### src/rtl/fqd_pkg.sv
package fqd_pkg;

  localparam int unsigned DEPTH_DEF      = 32;
  localparam int unsigned VALUE_BITS_DEF = 32;

  // port widths of the result fields
  localparam int unsigned OUT_W = 32;
  localparam int unsigned LEN_W = 6;

  localparam logic STATUS_OK     = 1'b0;
  localparam logic STATUS_REJECT = 1'b1;

  typedef enum logic [1:0] {
    KIND_ENQ  = 2'd0,
    KIND_DEQ  = 2'd1,
    KIND_DEL  = 2'd2,
    KIND_ITER = 2'd3
  } fqd_kind_e;

  // controller -> datapath
  typedef struct packed {
    logic load_cmd;   // capture the command, clear the walk index
    logic rd;         // read entry at offset idx_d (+1 with rd_skip)
    logic rd_skip;
    logic idx_inc;
    logic enq;
    logic deq;
    logic shift_wr;   // move the read entry down one place
    logic del;
    logic emit;       // load the output register
    logic emit_rej;
    logic emit_data;
    logic emit_last;
  } fqd_cmd_t;

  // datapath -> controller
  typedef struct packed {
    fqd_kind_e kind;
    logic      val_zero;
    logic      empty;
    logic      full;
    logic      hit;
    logic      at_last;
    logic      out_free;
  } fqd_sts_t;

endpackage

### src/rtl/fqd_ram.sv
module fqd_ram #(
  parameter int unsigned WIDTH = 32,
  parameter int unsigned DEPTH = 32
) (
  input  logic                     clk_i,
  input  logic                     we_i,
  input  logic [$clog2(DEPTH)-1:0] waddr_i,
  input  logic [WIDTH-1:0]         wdata_i,
  input  logic                     re_i,
  input  logic [$clog2(DEPTH)-1:0] raddr_i,
  output logic [WIDTH-1:0]         rdata_o
);

  logic [WIDTH-1:0] mem [DEPTH];
  logic [WIDTH-1:0] rdata_q;

  always_ff @(posedge clk_i) begin
    if (we_i) begin
      mem[waddr_i] <= wdata_i;
    end
    if (re_i) begin
      rdata_q <= mem[raddr_i];
    end
  end

  assign rdata_o = rdata_q;

endmodule

### src/rtl/fqd_ctrl.sv
module fqd_ctrl import fqd_pkg::*; (
  input  logic     clk_i,
  input  logic     rst_ni,
  input  logic     in_valid_i,
  output logic     in_stall_o,
  input  fqd_sts_t sts_i,
  output fqd_cmd_t cmd_o
);

  typedef enum logic [2:0] {
    S_IDLE  = 3'b001,
    S_RUN   = 3'b010,
    S_SHIFT = 3'b100
  } state_e;

  state_e state_q, state_d;

  always_ff @(posedge clk_i or negedge rst_ni) begin
    if (!rst_ni) begin
      state_q <= S_IDLE;
    end else begin
      state_q <= state_d;
    end
  end

  assign in_stall_o = (state_q != S_IDLE);

  always_comb begin
    state_d = state_q;
    cmd_o   = '0;
    unique case (state_q)
      S_IDLE: begin
        if (in_valid_i) begin
          cmd_o.load_cmd = 1'b1;
          cmd_o.rd       = 1'b1;   // fetch the head entry
          state_d        = S_RUN;
        end
      end
      S_RUN: begin
        case (sts_i.kind)
          KIND_ENQ: begin
            if (sts_i.out_free) begin
              cmd_o.emit      = 1'b1;
              cmd_o.emit_last = 1'b1;
              cmd_o.emit_rej  = sts_i.val_zero | sts_i.full;
              cmd_o.enq       = ~(sts_i.val_zero | sts_i.full);
              state_d         = S_IDLE;
            end
          end
          KIND_DEQ: begin
            if (sts_i.out_free) begin
              cmd_o.emit      = 1'b1;
              cmd_o.emit_last = 1'b1;
              cmd_o.emit_rej  = sts_i.empty;
              cmd_o.emit_data = ~sts_i.empty;
              cmd_o.deq       = ~sts_i.empty;
              state_d         = S_IDLE;
            end
          end
          KIND_ITER: begin
            if (sts_i.out_free) begin
              cmd_o.emit = 1'b1;
              if (sts_i.empty) begin
                cmd_o.emit_last = 1'b1;
                state_d         = S_IDLE;
              end else begin
                cmd_o.emit_data = 1'b1;
                cmd_o.emit_last = sts_i.at_last;
                if (sts_i.at_last) begin
                  state_d = S_IDLE;
                end else begin
                  cmd_o.idx_inc = 1'b1;
                  cmd_o.rd      = 1'b1;
                end
              end
            end
          end
          KIND_DEL: begin
            if (sts_i.val_zero || sts_i.empty) begin
              if (sts_i.out_free) begin
                cmd_o.emit      = 1'b1;
                cmd_o.emit_last = 1'b1;
                cmd_o.emit_rej  = 1'b1;
                state_d         = S_IDLE;
              end
            end else if (sts_i.hit) begin
              cmd_o.rd      = 1'b1;
              cmd_o.rd_skip = 1'b1;
              state_d       = S_SHIFT;
            end else if (sts_i.at_last) begin
              if (sts_i.out_free) begin
                cmd_o.emit      = 1'b1;
                cmd_o.emit_last = 1'b1;
                cmd_o.emit_rej  = 1'b1;
                state_d         = S_IDLE;
              end
            end else begin
              cmd_o.idx_inc = 1'b1;
              cmd_o.rd      = 1'b1;
            end
          end
          default: begin
            state_d = S_IDLE;
          end
        endcase
      end
      S_SHIFT: begin
        if (sts_i.at_last) begin
          if (sts_i.out_free) begin
            cmd_o.emit      = 1'b1;
            cmd_o.emit_last = 1'b1;
            cmd_o.del       = 1'b1;
            state_d         = S_IDLE;
          end
        end else begin
          cmd_o.shift_wr = 1'b1;
          cmd_o.idx_inc  = 1'b1;
          cmd_o.rd       = 1'b1;
          cmd_o.rd_skip  = 1'b1;
        end
      end
      default: begin
        state_d = S_IDLE;
      end
    endcase
  end

endmodule

### src/rtl/fqd_datapath.sv
module fqd_datapath import fqd_pkg::*; #(
  parameter int unsigned DEPTH      = DEPTH_DEF,
  parameter int unsigned VALUE_BITS = VALUE_BITS_DEF
) (
  input  logic             clk_i,
  input  logic             rst_ni,
  input  logic [1:0]       kind_i,
  input  logic [OUT_W-1:0] item_value_i,
  input  fqd_cmd_t         cmd_i,
  output fqd_sts_t         sts_o,
  input  logic             out_stall_i,
  output logic             out_valid_o,
  output logic             status_o,
  output logic [OUT_W-1:0] out_value_o,
  output logic [LEN_W-1:0] length_now_o,
  output logic             last_o
);

  localparam int unsigned AW  = $clog2(DEPTH);
  localparam int unsigned CW  = $clog2(DEPTH + 1);
  localparam int unsigned SW  = CW + 1;
  localparam int unsigned XW  = VALUE_BITS + OUT_W;
  localparam int unsigned LXW = CW + LEN_W;

  // physical slot of an offset from the head
  function automatic logic [AW-1:0] slot(input logic [AW-1:0] base,
                                         input logic [CW-1:0] off);
    logic [SW-1:0] sum;
    sum = SW'(base) + SW'(off);
    if (sum >= SW'(DEPTH)) begin
      sum = sum - SW'(DEPTH);
    end
    return sum[AW-1:0];
  endfunction

  logic [AW-1:0]         head_q, head_d;
  logic [CW-1:0]         count_q, count_d;
  logic [CW-1:0]         idx_q, idx_d;
  logic [CW-1:0]         rd_off;
  fqd_kind_e             kind_q;
  logic [VALUE_BITS-1:0] val_q;
  logic [XW-1:0]         in_ext;
  logic [XW-1:0]         out_ext;
  logic [LXW-1:0]        len_ext;

  logic                  we;
  logic [AW-1:0]         waddr;
  logic [AW-1:0]         raddr;
  logic [VALUE_BITS-1:0] wdata;
  logic [VALUE_BITS-1:0] rdata;

  logic                  ovalid_q;
  logic                  ostatus_q;
  logic [OUT_W-1:0]      ovalue_q;
  logic [LEN_W-1:0]      olen_q;
  logic                  olast_q;

  assign in_ext  = XW'(item_value_i);
  assign out_ext = XW'(rdata);
  assign len_ext = LXW'(count_d);

  always_comb begin
    head_d  = head_q;
    count_d = count_q;
    idx_d   = idx_q;
    if (cmd_i.load_cmd) begin
      idx_d = '0;
    end else if (cmd_i.idx_inc) begin
      idx_d = idx_q + CW'(1);
    end
    if (cmd_i.enq) begin
      count_d = count_q + CW'(1);
    end
    if (cmd_i.deq) begin
      count_d = count_q - CW'(1);
      head_d  = (head_q == AW'(DEPTH - 1)) ? '0 : head_q + AW'(1);
    end
    if (cmd_i.del) begin
      count_d = count_q - CW'(1);
      if (count_q == CW'(1)) begin
        head_d = '0;
      end
    end
  end

  assign rd_off = idx_d + CW'(cmd_i.rd_skip);
  assign raddr  = slot(head_q, rd_off);
  assign we     = cmd_i.enq | cmd_i.shift_wr;
  assign waddr  = cmd_i.enq ? slot(head_q, count_q) : slot(head_q, idx_q);
  assign wdata  = cmd_i.enq ? val_q : rdata;

  fqd_ram #(
    .WIDTH (VALUE_BITS),
    .DEPTH (DEPTH)
  ) u_ram (
    .clk_i   (clk_i),
    .we_i    (we),
    .waddr_i (waddr),
    .wdata_i (wdata),
    .re_i    (cmd_i.rd),
    .raddr_i (raddr),
    .rdata_o (rdata)
  );

  always_ff @(posedge clk_i or negedge rst_ni) begin
    if (!rst_ni) begin
      head_q   <= '0;
      count_q  <= '0;
      idx_q    <= '0;
      ovalid_q <= 1'b0;
    end else begin
      head_q  <= head_d;
      count_q <= count_d;
      idx_q   <= idx_d;
      if (cmd_i.emit) begin
        ovalid_q <= 1'b1;
      end else if (!out_stall_i) begin
        ovalid_q <= 1'b0;
      end
    end
  end

  always_ff @(posedge clk_i) begin
    if (cmd_i.load_cmd) begin
      kind_q <= fqd_kind_e'(kind_i);
      val_q  <= in_ext[VALUE_BITS-1:0];
    end
    if (cmd_i.emit) begin
      ostatus_q <= cmd_i.emit_rej ? STATUS_REJECT : STATUS_OK;
      ovalue_q  <= cmd_i.emit_data ? out_ext[OUT_W-1:0] : '0;
      olen_q    <= len_ext[LEN_W-1:0];
      olast_q   <= cmd_i.emit_last;
    end
  end

  assign sts_o.kind     = kind_q;
  assign sts_o.val_zero = (val_q == '0);
  assign sts_o.empty    = (count_q == '0);
  assign sts_o.full     = (count_q == CW'(DEPTH));
  assign sts_o.hit      = (rdata == val_q);
  assign sts_o.at_last  = ((idx_q + CW'(1)) == count_q);
  assign sts_o.out_free = ~ovalid_q | ~out_stall_i;

  assign out_valid_o  = ovalid_q;
  assign status_o     = ostatus_q;
  assign out_value_o  = ovalue_q;
  assign length_now_o = olen_q;
  assign last_o       = olast_q;

endmodule

### src/rtl/fifo_queue_with_delete.sv
// channel   direction  handshake                 beat fields
// --------  ---------  ------------------------  --------------------------------------
// in        input      in_valid_i / in_stall_o   kind_i, item_value_i
// out       output     out_valid_o / out_stall_i status_o, out_value_o, length_now_o, last_o
//
// one command at a time; enqueue and dequeue go from idle to run and back, the result beat registered
// delete and iterate walk the entries one per cycle (iterate only while the output is free), through
// the single read port of the entry ram
// rst_ni clears head, count and control; entry ram is not cleared and needs no pass
// a stalled output holds the iterate walk in place; the next command is taken once back in idle
module fifo_queue_with_delete import fqd_pkg::*; #(
  parameter int unsigned DEPTH      = DEPTH_DEF,
  parameter int unsigned VALUE_BITS = VALUE_BITS_DEF
) (
  input  logic             clk_i,
  input  logic             rst_ni,
  // command channel
  input  logic             in_valid_i,
  output logic             in_stall_o,
  input  logic [1:0]       kind_i,
  input  logic [OUT_W-1:0] item_value_i,
  // result channel
  output logic             out_valid_o,
  input  logic             out_stall_i,
  output logic             status_o,
  output logic [OUT_W-1:0] out_value_o,
  output logic [LEN_W-1:0] length_now_o,
  output logic             last_o
);

  // command and status between the sequencer and the queue datapath
  fqd_cmd_t cmd;
  fqd_sts_t sts;

  // sequencer: idle, run (enq/deq/search/iterate), shift (close the gap)
  fqd_ctrl u_ctrl (
    .clk_i      (clk_i),
    .rst_ni     (rst_ni),
    .in_valid_i (in_valid_i),
    .in_stall_o (in_stall_o),
    .sts_i      (sts),
    .cmd_o      (cmd)
  );

  // head/count/index registers, entry ram and the output register
  fqd_datapath #(
    .DEPTH      (DEPTH),
    .VALUE_BITS (VALUE_BITS)
  ) u_datapath (
    .clk_i        (clk_i),
    .rst_ni       (rst_ni),
    .kind_i       (kind_i),
    .item_value_i (item_value_i),
    .cmd_i        (cmd),
    .sts_o        (sts),
    .out_stall_i  (out_stall_i),
    .out_valid_o  (out_valid_o),
    .status_o     (status_o),
    .out_value_o  (out_value_o),
    .length_now_o (length_now_o),
    .last_o       (last_o)
  );

endmodule

### config.mk
export PLATFORM = sky130hd
export DESIGN_NAME = fifo_queue_with_delete
export DESIGN_NICKNAME = d
export VERILOG_FILES = /design/src/rtl/fqd_pkg.sv /design/src/rtl/fqd_ram.sv /design/src/rtl/fqd_ctrl.sv /design/src/rtl/fqd_datapath.sv /design/src/rtl/fifo_queue_with_delete.sv
export SDC_FILE = /design/constraint.sdc
export NUM_CORES = 1
export LEC_CHECK = 0
export BUFFER_PORTS_ARGS = -buffer_cell sky130_fd_sc_hd__buf_4
export CORE_MARGIN = 3
export CORE_UTILIZATION = 55
export CTS_BUF_LIST = sky130_fd_sc_hd__clkbuf_8
export CTS_CLUSTER_DIAMETER = 50
export DETAILED_ROUTE_END_ITERATION = 10
export PLACE_DENSITY = 0.69
export SKIP_CTS_REPAIR_TIMING = 1
export SLEW_MARGIN = 0
export SYNTH_ARGS = -nofsm -noshare
export SYNTH_HDL_FRONTEND = slang
export SYNTH_HIERARCHICAL = 1
export SYNTH_SLANG_ARGS = --single-unit
### constraint.sdc
create_clock -name clk_i -period 7.9 [get_ports clk_i]
set_input_delay 1.58 -clock clk_i [delete_from_list [all_inputs] [get_ports clk_i]]
set_output_delay 1.58 -clock clk_i [all_outputs]
set_load 0.02 [all_outputs]
# Yosys cells after proc, flatten, opt, wreduce, memory -nomap -nowiden
# Memories as Yosys holds them, arrays and structs flattened. A register that Yosys moved wholly into a read port is not among the register bits.
# Cells that the tools add are included.
op_classes:
  addsub: 11
  n_eq_ne: 16
  n_lt_le_gt_ge: 3
  n_bitwise: 7
  muxes: 70
  reduce_logical: 6
op_table:
  columns: ["cell", "count"]
  rows:
  - ["5-bit 2-to-1 mux", 8]
  - ["32-bit equality test", 1]
  - ["32-bit zero test", 1]
  - ["32-bit 2-to-1 mux", 1]
  - ["3-bit 2-to-1 mux", 10]
  - ["6-bit 2-to-1 mux", 5]
  - ["1-bit 2-to-1 mux", 23]
  - ["5-bit by 6-bit adder with 7-bit output", 3]
  - ["7-bit by 6-bit greater-or-equal comparator with 1-bit output, second input constant", 3]
  - ["2-bit 2-to-1 mux", 10]
  - ["3-bit case mux with 3 select lines", 2]
  - ["5-bit by 1-bit subtractor with 5-bit output, second input constant", 3]
  - ["6-bit by 1-bit adder with 6-bit output, second input constant", 2]
  - ["1-bit case mux with 2 select lines", 5]
  - ["1-bit case mux with 4 select lines", 2]
  - ["6-bit by 1-bit adder with 6-bit output", 1]
  - ["6-bit by 1-bit equality test with 1-bit output, second input constant", 1]
  - ["6-bit equality test", 1]
  - ["6-bit equality test, second input constant", 1]
  - ["6-bit zero test", 1]
  - ["1-bit case mux with 3 select lines", 2]
  - ["6-bit by 1-bit subtractor with 6-bit output, second input constant", 1]
  - ["5-bit by 1-bit adder with 5-bit output, second input constant", 1]
  - ["5-bit equality test, second input constant", 1]
  - ["other kinds (18)", 24]
totals:
  mem_bits_rw: 1024
  ff_bits: 95
  elab_cells: 125
  n_memories: 1
  input_bits: 38
memory_table:
  columns: ["memory", "words", "width", "read_ports", "rd_clocked_by_memory_dff", "wr", "line_no", "source"]
  rows:
  - ["u_datapath.u_ram.mem", 32, 32, 1, 1, 1, "fqd_ram.sv:14", "logic [WIDTH-1:0] mem [DEPTH];"]

# Longest topological paths before layout
# Gate-level depths: netlist (run 1).
depth:
  depth_word: 13
  depth_mapped: 27

# By module
# The synthesis (run 1) kept the hierarchy.
by_module_without_submodules:
  columns: ["module", "seq_area_each_um2", "area_per_inst_um2", "n_inst", "cells_per_inst"]
  rows:
  - ["fqd_ram", 31710.4, 40812.9, 1, 2260]
  - ["fqd_datapath", 2672.6, 4795.8, 1, 369]
  - ["fqd_ctrl", 76.3, 456.7, 1, 64]

# Worst setup path before layout (run 1)
# Ideal clock, no wire load.
synth_path:
  path_kind: "input port to flip-flop"
  start: "input in_valid_i"
  end: "register u_datapath.u_ram.rdata_q[25], in the netlist u_datapath/u_ram/rdata_o[25] (read register of u_datapath.u_ram.mem) (data pin)"
  cell_stages: 18
  required_time_ns: 7.637
  setup_slack_ns: 0.331
  path_buffers: 2
  setup_time_ns: 0.263
  arrival_time_ns: 7.306
  path_cell_list: "nand2_1 > nor3_1 > nor2_1 > ha_1 > ha_1 > inv_1 > fa_1 > nand2b_1 > a21oi_1 > xnor2_1 > xnor2_1 > xnor2_1 > or2_2 > clkbuf_1 > clkbuf_1 > nor3_1 > a31oi_1 > nand3_1"
synth_rtl:
  columns: ["element", "line_no", "source"]
  rows:
  - ["start: declaration", "fifo_queue_with_delete.sv:18", "input logic in_valid_i,"]
  - ["end: declaration", "fqd_ram.sv:15", "logic [WIDTH-1:0] rdata_q;"]

==> out/metrics.csv, run 1 <==
metric;value;unit
grt_max_degree;129;
layout.nets;2933;
yosysTopAreaCell;edfxtp_1;
ys_seq_area_frac;0.748;
yosysMostFrequentCell;edfxtp_1;
synth.cell_area;46100;um2
yosysWarnings;6;
fmax;146;MHz
setup_violations;0;
syn_nets;2750;
cts.path.max_buffers;3;
num_rows;105;
synth_cell_types;56;
start_kind;flip-flop;
worstSetupStartpoint;u_datapath/count_q[2];
clk_pin_slew_worst_paths;60;ps
crit_family;simple AND/OR/NAND/NOR gates;
rsz0062_at_grt;false;
hold_path_class;flip-flop to flip-flop;
worst_slew_pin_slew;1290;ps
cts_sinks;1151;
timing.rr.end;u_datapath/u_ram/rdata_o[10];
run_status;completed;
grtUsageTotal;0.264;
start_util;0.558;
worstPathMaxFanout;32;
cp_slowest_cell;or2_2;
tns;0;ps
numPortBuffers;79;
crit-reg2reg-launch;u_datapath/count_q[2];
arrival;7380;ps
worst-setup-path-type;flip-flop to flip-flop;
critPathMostFrequentCell;xnor2_1;
cp.depth;24;
cts_root_buf;clkbuf_8;
drv_slew;0;
die-area;87300;um2
clock_skew;39.4;ps
syn_inst;2693;
routed_wirelength;115;mm
routedWlPerCell;28.2;um
yosys-top-cells-count;edfxtp_1, mux2i_1, nand2_1;
vias;25304;
final.setup.worst_slack;1040;ps
power_density;216;nW/um2
die-height;295;um
htreeDepth;4;
slew_headroom;0.137;
dp.final_hpwl;68.1;mm
io_pins;80;
final.min_clock_period;6860;ps
numCtsBuffers;180;
required;8420;ps
drc_errors;0;
r2r_setup_slack;1040;ps
gp_congestion;0.852;
worst_hold_startpoint;u_ctrl/state_q[0];
syn2layout_area_growth;11.5;%
cp_cell_sequence;nor3b_1 > a21oi_1 > mux2i_1 > o21ai_0 > nor4_1 > nor2b_1 > and4b_1 > o21ai_0 > nand2_1 > xnor2_1 > nor2_1 > ha_1 > ha_1 > inv_1 > fa_1 > nand2b_1 > a21oi_1 > xnor2_1 > xnor2_1 > xnor2_1 > or2_2 > nor3_1 > a31oi_1 > nand3_1;
end_kind;flip-flop;
grt_pass1_wl;167;mm
crit_end;u_datapath/u_ram/rdata_o[10];
postRouteAntennaNets;0;
die_w;295;um
synthTopCellsByArea;edfxtp_1, mux2i_1, a22oi_1;
grt_overflow_total;0;
viasPerCell;6.20;
synth_edf_count;1130;
grt_antenna_before_repair;1;
cp.buffers_inverters;1;
avgSynthCellArea;17.1;um2
synthArstFlopShare;0.0182;
ir_drop;138;uV
cp_slowest_stage_delay;920;ps
grt_pass1_vias;25218;
power;11.1;mW
coreArea;82500;um2
clk_latency;810;ps
synthFlopType;edfxtp_1;
p_leak;12.4;nW
max-cap-violations;0;
dr.pass1.iters;6;
initialDrtViolationCount;3090;
hold_viol;0;
drive_gt1_frac;0.152;
yosys.area.top_type_share;0.737;
cts_tree;yes;
synth-seq-cells;1151;
timing.final.crit_share;0.868;
pre_cts_slack;1190;ps
r2r_cells;24;
==> routing by layer <==
layer,track usage,share of wire,vias to the layer above
met3,0.0586,0.094,250
met1,0.362,0.40,12815
met4,0.107,0.036,0
li1,-,-,10957
met5,0,0,-
met2,0.416,0.47,1282
==> worst min path at each step <==
stage	endpoint	slack [ps]	cells past startpoint
CTS	u_ctrl/state_q[2]	580	1
floorplan	u_ctrl/state_q[2]	520	1
detailed placement	u_ctrl/state_q[2]	570	1
global route	u_ctrl/state_q[2]	620	1
finish	u_ctrl/state_q[2]	590	1
global placement	u_ctrl/state_q[2]	550	1
==> registers in the layout, summed over array words and instances, names as in the netlist, 3 cells and up <==
signal / count
u_datapath/u_ram/mem: 1024
u_datapath/out_value_o: 32
u_datapath/u_ram/rdata_o: 32
u_datapath/val_q: 32
u_datapath/count_q: 6
u_datapath/idx_q: 6
u_datapath/length_now_o: 6
u_datapath/head_q: 5
u_ctrl/state_q: 3
==> layout by cell type (no fill, tap or decap), types with 3 or more instances in the layout <==
| cell | instances |
|---|---|
| a21o_1 | 3 |
| a21oi_1 | 107 |
| a22o_1 | 64 |
| a22oi_1 | 97 |
| a31oi_1 | 36 |
| and2_1 | 32 |
| and3_1 | 5 |
| buf_12 | 20 |
| buf_4 | 125 |
| clkbuf_8 | 186 |
| clkinv_1 | 39 |
| clkinv_2 | 18 |
| clkinvlp_4 | 6 |
| dfrtp_1 | 20 |
| edfxtp_1 | 1130 |
| ha_1 | 16 |
| inv_1 | 75 |
| inv_6 | 3 |
| mux2_2 | 36 |
| mux2i_1 | 518 |
| nand2_1 | 113 |
| nand2b_1 | 6 |
| nand3_1 | 102 |
| nand3b_1 | 6 |
| nand4_1 | 7 |
| nor2_1 | 24 |
| nor2_2 | 3 |
| nor2_4 | 33 |
| nor3_1 | 37 |
| nor3_2 | 4 |
| nor3b_1 | 4 |
| nor4_1 | 19 |
| o21ai_0 | 10 |
| or2_2 | 3 |
| or3_1 | 4 |
| or3b_2 | 4 |
| xnor2_1 | 19 |
| xor2_1 | 40 |
==> stage by stage <==
| stage | instance area [um2] | utilization | hold slack, ps | instances |
|---|---|---|---|---|
| 3_5_place_dp | 48200 | 0.584 | 572 | 3764 |
| 4_1_cts | 51400 | 0.622 | 585 | 4079 |
| 3_3_place_gp | 48200 | 0.584 | 546 | 3764 |
| 2_1_floorplan | 46100 | - | 517 | 2693 |
| 5_1_grt | 51400 | 0.623 | 616 | 4080 |
| 6_report | 51400 | 0.623 | 588 | 4080 |
==> worst register-to-register path, delay by kind of cell (launching register included) <==
kind | cells | cell delay [ps]
AO/OA/AOI/OAI | 5 | 840
XOR/XNOR | 4 | 820
adder cells (fa/ha/maj) | 3 | 960
buffers and inverters | 1 | 60
flip-flops | 1 | 500
multiplexers | 1 | 170
AND/OR/NAND/NOR | 10 | 3210
==> where the power goes <==
group | switching [mW] | internal [mW] | total (mW)
sequential | 0 | 6.61 | 6.61
clock | 2.22 | 2.24 | 4.47
combinational | 0.00599 | 0.0114 | 0.0174
==> layout make-up <==
class,count,area [um2]
multi-input combinational,1382,11000
sequential,1151,34500
antenna,1,2.50
tap,1070,1340
clock inverter,129,617
fill,5842,31100
timing repair buffer,145,1340
clock buffer,186,2560
inverter,16,60.1
==> logic make-up (layout without fill, tap and decap cells) <==
group,Yosys count,count (layout),synth area share
AO/OA/AOI/OAI,328,328,0.0479
adder cells (fa/ha/maj),19,19,0.00549
other,0,1,0
multiplexers,554,554,0.121
XOR/XNOR,59,59,0.0112
flip-flops,1151,1151,0.748
AND/OR/NAND/NOR,422,422,0.0456
buffers and inverters,160,476,0.0204
Note: power is estimated with default switching activity, not from simulation.
==> run 2, diff against run 1 <==
--- a/config.mk
+++ b/config.mk
@@ -5,13 +5,14 @@
 export SDC_FILE = /design/constraint.sdc
 export NUM_CORES = 1
 export LEC_CHECK = 0
-export BUFFER_PORTS_ARGS = -buffer_cell sky130_fd_sc_hd__buf_4
+export CAP_MARGIN = 25
 export CORE_MARGIN = 3
 export CORE_UTILIZATION = 55
 export CTS_BUF_LIST = sky130_fd_sc_hd__clkbuf_8
 export CTS_CLUSTER_DIAMETER = 50
 export DETAILED_ROUTE_END_ITERATION = 10
-export PLACE_DENSITY = 0.69
+export DONT_BUFFER_PORTS = 1
+export PLACE_DENSITY = 0.7
 export SKIP_CTS_REPAIR_TIMING = 1
 export SLEW_MARGIN = 0
 export SYNTH_ARGS = -nofsm -noshare
==> out/metrics.csv, run 2 (synthesized netlist as in run 1, its figures left out) <==
metric;value;unit
required;8450;ps
clk_latency;850;ps
rsz0062_at_grt;false;
start_kind;flip-flop;
cts_tree;yes;
arrival;7140;ps
fin_area;51000;um2
vias;25676;
slew_headroom;0.252;
cts.path.max_buffers;3;
top_register;u_datapath/u_ram/mem;
routedWlPerCell;29.8;um
hold_path_class;input port to async pin;
grt_pass1_vias;25135;
fillCellCount;5868;
cp_slowest_stage_delay;950;ps
viasPerCell;6.39;
drive_gt1_frac;0.132;
grt_antenna_before_repair;7;
coreArea;82500;um2
timing.final.crit_share;0.834;
hold_ws;421;ps
start_util;0.558;
clock_skew;54.0;ps
worst-setup-path-type;flip-flop to flip-flop;
numCtsBuffers;180;
end_kind;flip-flop;
cp.depth;23;
syn2layout_area_growth;10.8;%
power_density;217;nW/um2
cts_sinks;1151;
dr.pass1.iters;6;
grtUsageTotal;0.274;
ir_drop;156;uV
cp.buffers_inverters;2;
gp_congestion;0.887;
final_common_cell;edfxtp_1;
max-cap-violations;0;
drv_slew;0;
most-common-layout-cells;edfxtp_1, mux2i_1, clkbuf_8, nand2_1, a21oi_1;
final.min_clock_period;6590;ps
r2r_cells;23;
postPlaceCellArea;47800;um2
largest_register_ffs;1024;
r2r_setup_slack;1310;ps
num_rows;105;
io_pins;80;
tns;0;ps
grt_overflow_total;0;
postRouteAntennaNets;0;
die-area;87300;um2
seq_area;34500;um2
power;11.1;mW
drc_errors;0;
cp_cell_sequence;nor4_1 > nand4_1 > nor2_1 > or4b_4 > nor3_1 > o21ai_0 > nand2_1 > xnor2_1 > nor2_1 > ha_1 > ha_1 > inv_1 > fa_1 > nand2b_1 > a21oi_1 > xnor2_1 > xnor2_1 > xnor2_1 > nand2b_2 > buf_4 > a21oi_1 > nand3_1 > nand3_1;
cts_root_buf;clkbuf_8;
worstPathMaxFanout;19;
dp.final_hpwl;69.1;mm
grt_max_degree;129;
numPortBuffers;0;
multi_input_area;11000;um2
clk_pin_slew_worst_paths;60;ps
final.setup.worst_slack;1310;ps
cp_slowest_cell;nor4_1;
routed_wirelength;120;mm
grt_pass1_wl;173;mm
die-height;295;um
critPathMostFrequentCell;xnor2_1;
fmax;152;MHz
crit_family;simple AND/OR/NAND/NOR gates;
worst_slew_pin_slew;1120;ps
pre_cts_slack;1380;ps
hold_viol;0;
die_w;295;um
run_status;completed;
p_leak;12.2;nW
htreeDepth;4;
layout.nets;2863;
initialDrtViolationCount;3056;
setup_violations;0;
-- run 2: path summary, 6_finish.rpt --
| check | start | endpoint |
|---|---|---|
| setup / recovery | u_datapath/val_q[22] | u_datapath/u_ram/rdata_o[8] |
| hold / removal | rst_ni | u_ctrl/state_q[1] |
| setup reg to reg | u_datapath/val_q[22] | u_datapath/u_ram/rdata_o[8] |
| hold reg to reg | u_ctrl/state_q[0] | u_ctrl/state_q[2] |
| max in group asynchronous | rst_ni | u_ctrl/state_q[0] |
| min in group clk_i | u_ctrl/state_q[0] | u_ctrl/state_q[2] |
-- run 2: per-layer routing --
layer,track usage,wire length [um],vias up
met5,0,46,-
met4,0.103,3590,6
met3,0.0608,12000,223
met2,0.422,55800,1522
met1,0.389,48200,13076
li1,-,-,10849
-- run 2: layout make-up --
class / instances / share of cell area
Clock buffer: 184 / 0.0496
Clock inverter: 132 / 0.0126
Inverter: 16 / 0.00118
Tap cell: 1070 / 0.0262
Antenna cell: 6 / 0.000294
Multi-Input combinational cell: 1382 / 0.215
Sequential cell: 1151 / 0.675
Timing Repair Buffer: 75 / 0.0194
-- run 2: report_power, final --
group | internal, mW | switching (mW)
registers | 6.61 | 0
clock network | 2.20 | 2.26
logic | -0.00000000854 | 0
total | 8.81 | 2.26
-- run 2: metrics by stage --
step / cells / utilization
finish: 4016 / 0.618
global route: 4013 / 0.618
CTS: 4008 / 0.618
detailed placement: 3692 / 0.579
global placement: 3681 / 0.576
floorplan: 2693 / -
